==> config.mk <==
export PLATFORM = sky130hd
export DESIGN_NAME = postfix_stack_evaluator
export DESIGN_NICKNAME = d
export VERILOG_FILES = /design/src/hw/rtl/pse_pkg.sv /design/src/hw/rtl/pse_front.sv /design/src/hw/rtl/pse_queue.sv /design/src/hw/rtl/pse_divider.sv /design/src/hw/rtl/pse_back.sv /design/src/hw/rtl/postfix_stack_evaluator.sv
export SDC_FILE = /design/constraint.sdc
export NUM_CORES = 2
export LEC_CHECK = 0
export BUFFER_PORTS_ARGS = -buffer_cell sky130_fd_sc_hd__buf_2
export CORE_ASPECT_RATIO = 1.1
export CORE_MARGIN = 3
export CORE_UTILIZATION = 45
export DETAILED_ROUTE_END_ITERATION = 16
export SLEW_MARGIN = 20
export SYNTH_ARGS = -nofsm -noshare
export SYNTH_HDL_FRONTEND = slang
export SYNTH_SLANG_ARGS = --single-unit
==> constraint.sdc <==
create_clock -name clk_i -period 8.7 [get_ports clk_i]
set_input_delay 0.87 -clock clk_i [delete_from_list [all_inputs] [get_ports clk_i]]
set_output_delay 0.87 -clock clk_i [all_outputs]
set_load 0.005 [all_outputs]
==> src/hw/rtl/pse_pkg.sv <==
// Shared types and constants of the postfix stack evaluator.
// Used by the front end, the queue, the back end, the divider and the checker.
package pse_pkg;

  // Character codes
  localparam logic [7:0] CH_ZERO  = 8'h30;
  localparam logic [7:0] CH_NINE  = 8'h39;
  localparam logic [7:0] CH_PLUS  = 8'h2B;
  localparam logic [7:0] CH_MINUS = 8'h2D;
  localparam logic [7:0] CH_STAR  = 8'h2A;
  localparam logic [7:0] CH_SLASH = 8'h2F;

  // Value given for a missing operand and after a fatal error
  localparam logic [31:0] VALUE_ERR = 32'hFFFF_FFFF;

  // Queue between front and back end
  localparam int unsigned QUEUE_DEPTH = 4;
  localparam int unsigned QUEUE_AW    = $clog2(QUEUE_DEPTH);

  // Bit-serial divider
  localparam int unsigned DIV_STEPS = 32;
  localparam int unsigned DIV_CW    = $clog2(DIV_STEPS);

  typedef enum logic [2:0] {
    OP_DIGIT,
    OP_ADD,
    OP_SUB,
    OP_MUL,
    OP_DIV,
    OP_BAD
  } op_e;

  typedef enum logic [2:0] {
    ST_OK      = 3'd0,
    ST_UNDER   = 3'd1,
    ST_OVER    = 3'd2,
    ST_DIVZERO = 3'd3,
    ST_BADCHAR = 3'd4
  } status_e;

  typedef enum logic [2:0] {
    S_IDLE,
    S_POP2,
    S_LHS,
    S_CALC,
    S_DIVW,
    S_PUSH,
    S_FIN,
    S_EMIT
  } state_e;

  // Classified character as it travels through the queue
  typedef struct packed {
    op_e        op;
    logic [3:0] digit;
    logic       last;
  } item_t;

  typedef struct packed {
    logic        start;
    logic [31:0] dividend;
    logic [31:0] divisor;
  } div_req_t;

  typedef struct packed {
    logic        done;
    logic [31:0] quotient;
  } div_rsp_t;

endpackage

==> src/hw/rtl/pse_front.sv <==
// Front end: takes expression characters and classifies them into operations.
// Depends on pse_pkg; feeds pse_queue.
module pse_front (
  input  logic          in_valid_i,
  output logic          in_stall_o,
  input  logic [7:0]    ch_i,
  input  logic          last_i,
  input  logic          q_full_i,
  output logic          q_push_o,
  output pse_pkg::item_t q_item_o
);
  import pse_pkg::*;

  logic [7:0] ch_off;

  // Stall only while the queue has no room
  assign in_stall_o = q_full_i;
  assign q_push_o   = in_valid_i && !q_full_i;

  assign ch_off = ch_i - CH_ZERO;

  // Classify the character
  always_comb begin
    q_item_o.digit = ch_off[3:0];
    q_item_o.last  = last_i;
    priority if (ch_i >= CH_ZERO && ch_i <= CH_NINE) begin
      q_item_o.op = OP_DIGIT;
    end else if (ch_i == CH_PLUS) begin
      q_item_o.op = OP_ADD;
    end else if (ch_i == CH_MINUS) begin
      q_item_o.op = OP_SUB;
    end else if (ch_i == CH_STAR) begin
      q_item_o.op = OP_MUL;
    end else if (ch_i == CH_SLASH) begin
      q_item_o.op = OP_DIV;
    end else begin
      q_item_o.op = OP_BAD;
    end
  end

endmodule

==> src/hw/rtl/pse_queue.sv <==
// Short FIFO of classified items between front and back end.
// Depends on pse_pkg.
module pse_queue (
  input  logic           clk_i,
  input  logic           rst_ni,
  input  logic           push_i,
  input  pse_pkg::item_t item_i,
  output logic           full_o,
  input  logic           pop_i,
  output pse_pkg::item_t item_o,
  output logic           empty_o
);
  import pse_pkg::*;

  item_t                 slot_q [QUEUE_DEPTH];
  logic [QUEUE_AW-1:0]   wr_ptr_q, wr_ptr_d;
  logic [QUEUE_AW-1:0]   rd_ptr_q, rd_ptr_d;
  logic [QUEUE_AW:0]     cnt_q, cnt_d;
  logic                  do_push, do_pop;

  assign full_o  = (cnt_q == (QUEUE_AW + 1)'(QUEUE_DEPTH));
  assign empty_o = (cnt_q == '0);
  assign item_o  = slot_q[rd_ptr_q];

  assign do_push = push_i && !full_o;
  assign do_pop  = pop_i && !empty_o;

  // Pointer and fill count update
  always_comb begin
    wr_ptr_d = wr_ptr_q;
    rd_ptr_d = rd_ptr_q;
    cnt_d    = cnt_q;
    if (do_push) begin
      wr_ptr_d = wr_ptr_q + 1'b1;
    end
    if (do_pop) begin
      rd_ptr_d = rd_ptr_q + 1'b1;
    end
    if (do_push && !do_pop) begin
      cnt_d = cnt_q + 1'b1;
    end else if (do_pop && !do_push) begin
      cnt_d = cnt_q - 1'b1;
    end
  end

  always_ff @(posedge clk_i or negedge rst_ni) begin
    if (!rst_ni) begin
      wr_ptr_q <= '0;
      rd_ptr_q <= '0;
      cnt_q    <= '0;
    end else begin
      wr_ptr_q <= wr_ptr_d;
      rd_ptr_q <= rd_ptr_d;
      cnt_q    <= cnt_d;
    end
  end

  // Storage slots
  always_ff @(posedge clk_i) begin
    if (do_push) begin
      slot_q[wr_ptr_q] <= item_i;
    end
  end

endmodule

==> src/hw/rtl/pse_divider.sv <==
// Bit-serial signed divider, truncating, one quotient bit per cycle.
// Depends on pse_pkg; used by pse_back.
module pse_divider (
  input  logic              clk_i,
  input  logic              rst_ni,
  input  pse_pkg::div_req_t req_i,
  output pse_pkg::div_rsp_t rsp_o
);
  import pse_pkg::*;

  logic [32:0]       rem_q;
  logic [31:0]       quo_q;
  logic [31:0]       dvs_q;
  logic              neg_q;
  logic [DIV_CW-1:0] cnt_q;
  logic              busy_q;
  logic              done_q;
  logic [32:0]       rem_sh;
  logic [32:0]       diff;
  logic [31:0]       a_abs, b_abs;

  // Magnitudes; the most negative value maps to 2^31 unsigned
  assign a_abs = req_i.dividend[31] ? (~req_i.dividend + 32'd1) : req_i.dividend;
  assign b_abs = req_i.divisor[31]  ? (~req_i.divisor + 32'd1)  : req_i.divisor;

  // One restoring step
  assign rem_sh = {rem_q[31:0], quo_q[31]};
  assign diff   = rem_sh - {1'b0, dvs_q};

  assign rsp_o.done     = done_q;
  assign rsp_o.quotient = neg_q ? (~quo_q + 32'd1) : quo_q;

  // Control
  always_ff @(posedge clk_i or negedge rst_ni) begin
    if (!rst_ni) begin
      busy_q <= 1'b0;
      done_q <= 1'b0;
      cnt_q  <= '0;
    end else begin
      done_q <= 1'b0;
      if (req_i.start) begin
        busy_q <= 1'b1;
        cnt_q  <= '0;
      end else if (busy_q) begin
        cnt_q <= cnt_q + 1'b1;
        if (cnt_q == DIV_CW'(DIV_STEPS - 1)) begin
          busy_q <= 1'b0;
          done_q <= 1'b1;
        end
      end
    end
  end

  // Datapath
  always_ff @(posedge clk_i) begin
    if (req_i.start) begin
      rem_q <= '0;
      quo_q <= a_abs;
      dvs_q <= b_abs;
      neg_q <= req_i.dividend[31] ^ req_i.divisor[31];
    end else if (busy_q) begin
      if (!diff[32]) begin
        rem_q <= diff;
        quo_q <= {quo_q[30:0], 1'b1};
      end else begin
        rem_q <= rem_sh;
        quo_q <= {quo_q[30:0], 1'b0};
      end
    end
  end

endmodule

==> src/hw/rtl/pse_back.sv <==
// Back end: operand stack memory and the sequencer that executes items.
// Depends on pse_pkg; drives pse_divider and the output register.
module pse_back #(
  parameter int unsigned STACK_DEPTH = 64
) (
  input  logic              clk_i,
  input  logic              rst_ni,
  input  pse_pkg::item_t    q_item_i,
  input  logic              q_empty_i,
  output logic              q_pop_o,
  output pse_pkg::div_req_t div_req_o,
  input  pse_pkg::div_rsp_t div_rsp_i,
  output logic              out_valid_o,
  input  logic              out_stall_i,
  output logic [31:0]       value_o,
  output logic [2:0]        status_o
);
  import pse_pkg::*;

  localparam int unsigned AW = (STACK_DEPTH > 1) ? $clog2(STACK_DEPTH) : 1;
  localparam int unsigned CW = $clog2(STACK_DEPTH + 1);

  logic [31:0]   stack_mem [STACK_DEPTH];
  logic [31:0]   rd_data_q;

  state_e        state_q, state_d;
  logic [CW-1:0] count_q, count_d;
  logic [CW-1:0] count_m1;
  status_e       status_q, status_d;
  logic          aborted_q, aborted_d;
  logic          popv_q, popv_d;
  item_t         item_q;
  logic [31:0]   rhs_q, rhs_d;
  logic [31:0]   lhs_q, lhs_d;
  logic [31:0]   res_q, res_d;
  logic [31:0]   popped;
  logic          push_req, pop_req;
  logic [31:0]   push_val;
  logic          wr_en, rd_en;
  logic          out_free, out_load;
  logic [31:0]   out_value_d, out_value_q;
  status_e       out_status_d, out_status_q;
  logic          out_valid_q;

  function automatic status_e note_status(status_e cur, status_e s);
    return (cur == ST_OK) ? s : cur;
  endfunction

  assign count_m1 = count_q - 1'b1;
  assign popped   = popv_q ? rd_data_q : VALUE_ERR;
  assign out_free = !out_valid_q || !out_stall_i;
  assign q_pop_o  = (state_q == S_IDLE) && !q_empty_i;

  assign div_req_o.start    = (state_q == S_CALC) && (item_q.op == OP_DIV) && (rhs_q != '0);
  assign div_req_o.dividend = lhs_q;
  assign div_req_o.divisor  = rhs_q;

  assign out_valid_o = out_valid_q;
  assign value_o     = out_value_q;
  assign status_o    = out_status_q;

  // Sequencer: next state, stack requests, status
  always_comb begin
    state_d      = state_q;
    count_d      = count_q;
    status_d     = status_q;
    aborted_d    = aborted_q;
    popv_d       = popv_q;
    rhs_d        = rhs_q;
    lhs_d        = lhs_q;
    res_d        = res_q;
    push_req     = 1'b0;
    pop_req      = 1'b0;
    push_val     = res_q;
    out_load     = 1'b0;
    out_value_d  = out_value_q;
    out_status_d = out_status_q;

    unique case (state_q)
      S_IDLE: begin
        if (!q_empty_i) begin
          if (aborted_q) begin
            state_d = q_item_i.last ? S_EMIT : S_IDLE;
          end else if (q_item_i.op == OP_DIGIT) begin
            push_req = 1'b1;
            push_val = {28'd0, q_item_i.digit};
            state_d  = q_item_i.last ? S_FIN : S_IDLE;
          end else begin
            pop_req = 1'b1;
            state_d = S_POP2;
          end
        end
      end
      S_POP2: begin
        rhs_d   = popped;
        pop_req = 1'b1;
        state_d = S_LHS;
      end
      S_LHS: begin
        lhs_d   = popped;
        state_d = S_CALC;
      end
      S_CALC: begin
        unique case (item_q.op)
          OP_ADD: begin
            res_d   = lhs_q + rhs_q;
            state_d = S_PUSH;
          end
          OP_SUB: begin
            res_d   = lhs_q - rhs_q;
            state_d = S_PUSH;
          end
          OP_MUL: begin
            res_d   = lhs_q * rhs_q;
            state_d = S_PUSH;
          end
          OP_DIV: begin
            if (rhs_q == '0) begin
              status_d  = note_status(status_q, ST_DIVZERO);
              aborted_d = 1'b1;
              state_d   = item_q.last ? S_FIN : S_IDLE;
            end else begin
              state_d = S_DIVW;
            end
          end
          default: begin
            status_d  = note_status(status_q, ST_BADCHAR);
            aborted_d = 1'b1;
            state_d   = item_q.last ? S_FIN : S_IDLE;
          end
        endcase
      end
      S_DIVW: begin
        if (div_rsp_i.done) begin
          res_d   = div_rsp_i.quotient;
          state_d = S_PUSH;
        end
      end
      S_PUSH: begin
        push_req = 1'b1;
        state_d  = item_q.last ? S_FIN : S_IDLE;
      end
      S_FIN: begin
        // pop the result unless the expression was abandoned
        pop_req = !aborted_q;
        state_d = S_EMIT;
      end
      S_EMIT: begin
        if (out_free) begin
          out_load     = 1'b1;
          out_value_d  = aborted_q ? VALUE_ERR : popped;
          out_status_d = status_q;
          count_d      = '0;
          status_d     = ST_OK;
          aborted_d    = 1'b0;
          state_d      = S_IDLE;
        end
      end
      default: begin
        state_d = S_IDLE;
      end
    endcase

    // Stack pointer handling for push and pop
    wr_en = 1'b0;
    rd_en = 1'b0;
    if (push_req) begin
      if (count_q == CW'(STACK_DEPTH)) begin
        status_d = note_status(status_d, ST_OVER);
      end else begin
        wr_en   = 1'b1;
        count_d = count_q + 1'b1;
      end
    end
    if (pop_req) begin
      if (count_q == '0) begin
        popv_d   = 1'b0;
        status_d = note_status(status_d, ST_UNDER);
      end else begin
        rd_en   = 1'b1;
        popv_d  = 1'b1;
        count_d = count_m1;
      end
    end
  end

  // Control registers
  always_ff @(posedge clk_i or negedge rst_ni) begin
    if (!rst_ni) begin
      state_q     <= S_IDLE;
      count_q     <= '0;
      status_q    <= ST_OK;
      aborted_q   <= 1'b0;
      popv_q      <= 1'b0;
      out_valid_q <= 1'b0;
    end else begin
      state_q   <= state_d;
      count_q   <= count_d;
      status_q  <= status_d;
      aborted_q <= aborted_d;
      popv_q    <= popv_d;
      if (out_load) begin
        out_valid_q <= 1'b1;
      end else if (!out_stall_i) begin
        out_valid_q <= 1'b0;
      end
    end
  end

  // Operand and result registers
  always_ff @(posedge clk_i) begin
    rhs_q        <= rhs_d;
    lhs_q        <= lhs_d;
    res_q        <= res_d;
    out_value_q  <= out_value_d;
    out_status_q <= out_status_d;
    if (q_pop_o) begin
      item_q <= q_item_i;
    end
  end

  // Operand stack memory, one write and one registered read per cycle
  always_ff @(posedge clk_i) begin
    if (wr_en) begin
      stack_mem[count_q[AW-1:0]] <= push_val;
    end
    if (rd_en) begin
      rd_data_q <= stack_mem[count_m1[AW-1:0]];
    end
  end

endmodule

==> src/hw/rtl/postfix_stack_evaluator.sv <==
// Postfix evaluator: a character transfer enters a 4-entry queue, from which the back end
// takes it when idle. A digit is pushed; + - * pop two operands and push the result; / does
// the same through the 32-step divider. A bad character or divide by zero abandons the
// expression, and later items up to the final one are dropped; a final item pops the result.
// A stalled result holds the back end; the queue keeps taking characters until it fills.
// rst_ni clears control state asynchronously; stack contents stay undefined until pushed.
module postfix_stack_evaluator #(
  parameter int unsigned STACK_DEPTH = 64
) (
  input  logic        clk_i,
  input  logic        rst_ni,
  input  logic        in_valid_i,
  output logic        in_stall_o,
  input  logic [7:0]  ch_i,
  input  logic        last_i,
  output logic        out_valid_o,
  input  logic        out_stall_i,
  output logic signed [31:0] value_o,
  output logic [2:0]  status_o
);
  import pse_pkg::*;

  item_t    fr_item, q_item;
  logic     q_push, q_full, q_pop, q_empty;
  div_req_t div_req;
  div_rsp_t div_rsp;
  logic [31:0] value;

  pse_front u_front (
    .in_valid_i (in_valid_i),
    .in_stall_o (in_stall_o),
    .ch_i       (ch_i),
    .last_i     (last_i),
    .q_full_i   (q_full),
    .q_push_o   (q_push),
    .q_item_o   (fr_item)
  );

  pse_queue u_queue (
    .clk_i   (clk_i),
    .rst_ni  (rst_ni),
    .push_i  (q_push),
    .item_i  (fr_item),
    .full_o  (q_full),
    .pop_i   (q_pop),
    .item_o  (q_item),
    .empty_o (q_empty)
  );

  pse_back #(
    .STACK_DEPTH (STACK_DEPTH)
  ) u_back (
    .clk_i       (clk_i),
    .rst_ni      (rst_ni),
    .q_item_i    (q_item),
    .q_empty_i   (q_empty),
    .q_pop_o     (q_pop),
    .div_req_o   (div_req),
    .div_rsp_i   (div_rsp),
    .out_valid_o (out_valid_o),
    .out_stall_i (out_stall_i),
    .value_o     (value),
    .status_o    (status_o)
  );

  pse_divider u_div (
    .clk_i  (clk_i),
    .rst_ni (rst_ni),
    .req_i  (div_req),
    .rsp_o  (div_rsp)
  );

  assign value_o = signed'(value);

endmodule

# Yosys cells after proc, flatten, opt, wreduce, memory -nomap -nowiden
# Memory sizes are Yosys's and may differ from the RTL's. A register that Yosys moved wholly into a read port is not among the register bits.
# Cells that the tools add are included.
# Widths: inputs -> output; s select.
# word_totals
register_bits	262
ram_bits	2080
input_bits	13
out_inout_bits	37
word_cells	190
mem_count	2
# mem_list
name	words	width	rd	rd_ports_with_merged_regs	write_ports	line	text
u_back.stack_mem	64	32	1	1	1	pse_back.sv:23	logic [31:0] stack_mem [STACK_DEPTH];
u_queue.slot_q	4	8	1	0	1	pse_queue.sv:15	item_t slot_q [QUEUE_DEPTH];
# op_classes
addsub	14
multipliers	1
magnitude_cmp	2
n_eq_ne	25
n_mux	83
bitwise	4
n_reduce_logical	35
# ops
operator	count
$mux 32	11
$add 32x1->32 const B	3
$not 32->32	3
$pmux 32 s3	1
$mux 3	25
$pmux 32 s2	1
$mux 7	6
$sub 33x32->33	1
$add 32x32->32	1
$eq 8x6->1 const B	4
$logic_not 32->1	1
$mul 32x32->32	1
$reduce_bool 32->1	1
$sub 32x32->32	1
$mux 31	1
$mux 1	28
$pmux 3 s8	1
$eq 3x3->1 const B	6
$logic_not 3->1	6
$pmux 3 s2	3
$eq 3x2->1 const B	4
$mux 5	2
$logic_and 1x1->1	9
$ge 8x6->1 const B	1
other kinds (26)	43

# Longest topological paths before layout
# logic_depth
ltp_word	13
depth_mapped	29
ltp_nobuf	26

# By module
# From an unflattened synthesis, not the netlist that was laid out.
# unflattened
cells_unflattened	6534
hier_area_um2	112390.3
# modules_own_cells
module	n_inst	cells_per_inst	area_each_um2	seq_area_each_um2
pse_back	1	5559	102968.8	66914.2
pse_divider	1	874	7694.9	2767.7
pse_queue	1	78	1575.3	1136.1
pse_front	1	23	151.4	0.0

# Worst setup path before layout
# OpenSTA, ideal clock, no wires.
# synth_timing
path_type	register to register
from	reg u_back.rhs_q[7]
to	reg u_back.res_q[29], data pin
setup_time_ps	261
t_arrival_ps	7055
t_required_ps	8439
slack_ps	1385
path_stages_with_launch	26
path_buffers	2
cell_sequence	edfxtp_1 > clkbuf_1 > clkbuf_1 > and2_1 > fa_1 > fa_1 > fa_1 > inv_1 > fa_1 > inv_1 > fa_1 > inv_1 > fa_1 > inv_1 > fa_1 > fa_1 > ha_1 > and3_1 > a311oi_1 > o21ai_0 > a41oi_1 > o21ai_0 > a2111oi_0 > nor4_1 > a21oi_1 > o21ai_1
# synth_between
elab_chain_len	3
elab_cells_between_ends	5
# synth_rtl
element	line	text
from (decl)	pse_back.sv:33	logic [31:0] rhs_q, rhs_d;
from (signal assigned)	pse_back.sv:212	rhs_q <= rhs_d;
$mul 32x32->32 (tied with other cells)	pse_back.sv:114	res_d = lhs_q * rhs_q;
$pmux 32 s3 *	pse_back.sv:104	unique case (item_q.op)
$pmux 32 s2 *	pse_back.sv:79	unique case (state_q)
via u_back.res_d[29]	pse_back.sv:35	logic [31:0] res_q, res_d;
to (signal assigned)	pse_back.sv:214	res_q <= res_d;
to (decl)	pse_back.sv:35	
# The timed path passes the listed nets; every way through them passes the cells marked *.
# A chain may end at the register's enable or synchronous reset.

# Final worst setup path
# layout_timing
from	reg u_back.lhs_q[6]
to	reg u_back.res_q[29], data pin
# layout_between
elab_chain_len	3
elab_cells_between_ends	5
# layout_rtl
element	line	text
from (decl)	pse_back.sv:34	logic [31:0] lhs_q, lhs_d;
from (signal assigned)	pse_back.sv:213	lhs_q <= lhs_d;
$mul 32x32->32 (tied with other cells)	pse_back.sv:114	
$pmux 32 s3 *	pse_back.sv:104	
$pmux 32 s2 *	pse_back.sv:79	
via u_back.res_d[29]	pse_back.sv:35	
# Marked as above.

==> flow_summary.yaml <==
drt:
  dr.first_iter.drc_count: 6463
  wl_um: 307000
  detail_route.wl_per_cell_um: 30.1
  drc_violations_left: 0
  via_count: 60200
  drt-vias-per-instance: 5.90
  drtPass1Iterations: 6
  postRouteAntennaNets: 0
timing:
  fin_worst_skew_ns: 0.0634
  slew_viol_final: 0
  max_slew.worst_pin.slew_ns: 1.17
  finalCriticalPeriod_ns: 8.12
  setup_total_negative_slack_ns: 0
  grt_setup_unrepaired: "no"
  setup_violations: 0
  period_share_pct: 93.4
  maxClockFrequency_ghz: 0.123
  worst_slew_margin_rel_pct: 21.5
  timing_hold_violations_final: 0
synth:
  synth_enable_flop_cells: 2312
  netlist_area_mm2: 0.112
  synth_top_cells_by_area: "sky130_fd_sc_hd__edfxtp_1 62%, sky130_fd_sc_hd__mux4_2 13%, sky130_fd_sc_hd__fa_1 7.4%"
  netlist.top_cell.by_area: "sky130_fd_sc_hd__edfxtp_1"
  avgSynthCellArea_um2: 17.0
  syn-num-nets: 7197
  synth_seq_area_share_pct: 63.3
  asyncSetResetFlopFracSynth_pct: 1.26
  synth.lib_cells_used.distinct: 76
  synth_top_area_share_pct: 62.0
  synth-seq-cells: 2374
  instance_count_of_the_mapped_netlist: 6574
  postSynth.topFlopCell: "sky130_fd_sc_hd__edfxtp_1"
  yosys_warnings: 0
critical_path:
  crit_path_capture_type: "flop"
  r2r_cells: 22
  critPathArrivalTime_ns: 8.73
  crit_type: "flop to flop"
  critical_path.startpoint_type: "flop"
  worst-path-buf-inv: 3
  path_cells: "buf_4 > and2_1 > fa_1 > fa_1 > inv_1 > fa_1 > inv_1 > fa_1 > fa_1 > fa_1 > fa_1 > fa_1 > ha_1 > a21o_1 > a21oi_1 > o21ai_0 > a41oi_1 > o21ai_0 > a2111oi_0 > nor4_1 > a21oi_1 > o21ai_1"
  delay_of_the_slowest_cell_on_the_worst_path_ns: 0.86
  critical_path_depth: 22
  cpLargestDelayFamily: "adder cells"
  critPathMostFrequentCell: "sky130_fd_sc_hd__fa_1"
  worst_path_max_delay_cell: "sky130_fd_sc_hd__edfxtp_1"
  crit_fanout: 13
  cp_data_required_time_ns: 9.30
floorplanning:
  row_count: 191
  coreArea_mm2: 0.247
  die_w_um: 481
  pin_count: 50
  initial_utilization_pct: 45.3
  die_area_mm2: 0.255
  fp.dieH_um: 529
global_route:
  pin_count_of_the_biggest_net_entering_global_routing: 135
  grt_first_pass_wirelength_um: 445000
  grt_antenna_before_repair: 13
  grt_util_all_layers_pct: 24.2
  grt_pass1_vias: 61600
  grt-ovfl-total: 0
clocking:
  cts_tree: "yes"
  maximum_level_of_the_cts_h_tree: 4
  clock_sink_count: 2374
  clock_path_buffers: 4
  cts_hold_buffers: 0
  cts_buffers: 241
  cts_resized: 0
  postCtsSetupRepairBufs: 0
  clock_insertion_delay_worst_skew_ns: 0.90
  clock_tree.root_cell: "sky130_fd_sc_hd__clkbuf_16"
  cts.clk_slew.worst_paths_ns: 0.06
layout:
  nets: 7346
  drive_above_1_share_pct: 20.9
  synthesis_to_layout_area_growth_pct: 12.0
  postLayoutCoreUtil_pct: 50.8
placement:
  buffer_ports.inserted: 49
  dp_hpwl_um: 189000
  gp_routability_congestion: 0.889
outcome:
  outcome: "completed"
hold_path:
  hold_path.class: "input pin to async pin"
job:
  timing.max_cap.violations: 0
==> final cells by class <==
class                           count  area (um^2)
Inverter                          443         1660
Clock inverter                    161         1590
Sequential cell                  2374        70800
Antenna cell                        9         22.5
Multi-Input combinational cell   3396        38700
Fill cell                       20100       122000
Tap cell                         3281         4110
Timing Repair Buffer              267         2090
Clock buffer                      279         6270
==> cell families after synthesis <==
group | Yosys count | share of synthesized area [%]
adders and majority gates | 610 | 9.58
and+or+nand+nor | 1293 | 5.83
AOI/OAI and AO/OA | 544 | 3.16
DFF | 2374 | 63.3
muxes | 689 | 13.4
buffers and inverters | 804 | 2.70
xor gates and xnor gates | 260 | 2.03
==> final timing paths <==
path	startpoint	endpoint	slack, ns
min reg2reg	u_div.rem_q[23]	u_div.rem_q[23]	0.51
max in group asynchronous	rst_ni	u_back.count_q[0]	7.95
max	u_back.lhs_q[6]	u_back.res_q[29]	0.58
max reg2reg	u_back.lhs_q[6]	u_back.res_q[29]	0.58
min in group clk_i	last_i	u_queue.slot_q[1][0]	0.21
min	rst_ni	u_div.cnt_q[1]	0.09
==> state kept, by name, indices dropped and copies added (netlist names), 3 cells and up <==
register and count:
u_back.stack_mem 2048, u_back.lhs_q 32, u_back.rd_data_q 32, u_back.res_q 32, u_back.rhs_q 32, u_back.value_o 32
u_div.dvs_q 32, u_div.quo_q 32, u_div.rem_q 32, u_queue.slot_q 32, u_back.count_q 7, u_div.cnt_q 5
u_back.item_q 4, u_back.state_q 3, u_back.status_o 3, u_back.status_q 3, u_queue.cnt_q 3
==> per-stage QoR <==
step	setup WS (ns)	area, um^2	hold WS [ns]	std cells
finish	0.575	125000	0.0888	10200
global route	0.268	125000	0.0909	10200
detailed placement	0.640	117000	0.494	9758
floorplan	1.38	112000	0.447	6574
CTS	0.574	125000	0.0432	10200
global placement	0.689	117000	0.491	9757
==> layer usage <==
layer / wire, um / track usage (%) / vias to the layer above
met2: 151000 / 39.9 / 2318
met1: 123000 / 33.3 / 32300
met5: 26 / 0 / -
met3: 21800 / 3.71 / 476
met4: 10600 / 7.64 / 4
li1: - / - / 25200
==> synthesized netlist by cell type (9+ instances only) <==
cell type and n:
sky130_fd_sc_hd__clkbuf_1 304, sky130_fd_sc_hd__buf_1 56, sky130_fd_sc_hd__dfrtp_1 30, sky130_fd_sc_hd__inv_1 443, sky130_fd_sc_hd__xnor2_1 152, sky130_fd_sc_hd__nand2b_1 52, sky130_fd_sc_hd__nand4_1 10, sky130_fd_sc_hd__or3_1 25
sky130_fd_sc_hd__o31ai_1 38, sky130_fd_sc_hd__and3_1 12, sky130_fd_sc_hd__mux2i_1 33, sky130_fd_sc_hd__mux4_2 648, sky130_fd_sc_hd__o21a_1 20, sky130_fd_sc_hd__nor2_1 186, sky130_fd_sc_hd__o21ai_0 128, sky130_fd_sc_hd__or4_1 15
sky130_fd_sc_hd__a211oi_1 77, sky130_fd_sc_hd__edfxtp_1 2312, sky130_fd_sc_hd__nor2b_1 25, sky130_fd_sc_hd__and2_1 372, sky130_fd_sc_hd__nor4_1 9, sky130_fd_sc_hd__nor3_1 29, sky130_fd_sc_hd__xor2_1 108, sky130_fd_sc_hd__a21oi_1 109
sky130_fd_sc_hd__or2_2 36, sky130_fd_sc_hd__ha_1 199, sky130_fd_sc_hd__a21o_1 39, sky130_fd_sc_hd__fa_1 411, sky130_fd_sc_hd__a31oi_1 45, sky130_fd_sc_hd__nand3_1 32, sky130_fd_sc_hd__o211ai_1 11, sky130_fd_sc_hd__dfxtp_1 32
sky130_fd_sc_hd__nand2_1 450
==> cell usage in the layout (no fill, tap or decap), types with 65 or more instances in the layout <==
cell | synthesis | routed
sky130_fd_sc_hd__nor2_1 | 186 | 121
sky130_fd_sc_hd__fa_1 | 411 | 411
sky130_fd_sc_hd__and2_1 | 372 | 344
sky130_fd_sc_hd__xnor2_1 | 152 | 149
sky130_fd_sc_hd__mux4_2 | 648 | 648
sky130_fd_sc_hd__inv_1 | 443 | 441
sky130_fd_sc_hd__clkbuf_16 | 0 | 245
sky130_fd_sc_hd__xor2_1 | 108 | 106
sky130_fd_sc_hd__a21oi_1 | 109 | 109
sky130_fd_sc_hd__nand2_1 | 450 | 449
sky130_fd_sc_hd__ha_1 | 199 | 198
sky130_fd_sc_hd__buf_4 | 0 | 202
sky130_fd_sc_hd__nor2_4 | 0 | 65
sky130_fd_sc_hd__o21ai_0 | 128 | 128
sky130_fd_sc_hd__edfxtp_1 | 2312 | 2312
sky130_fd_sc_hd__a211oi_1 | 77 | 75
Power is left out: the tool's default activity adds up to more than one toggle a clock period on the data nets, which glitch-free logic cannot reach.
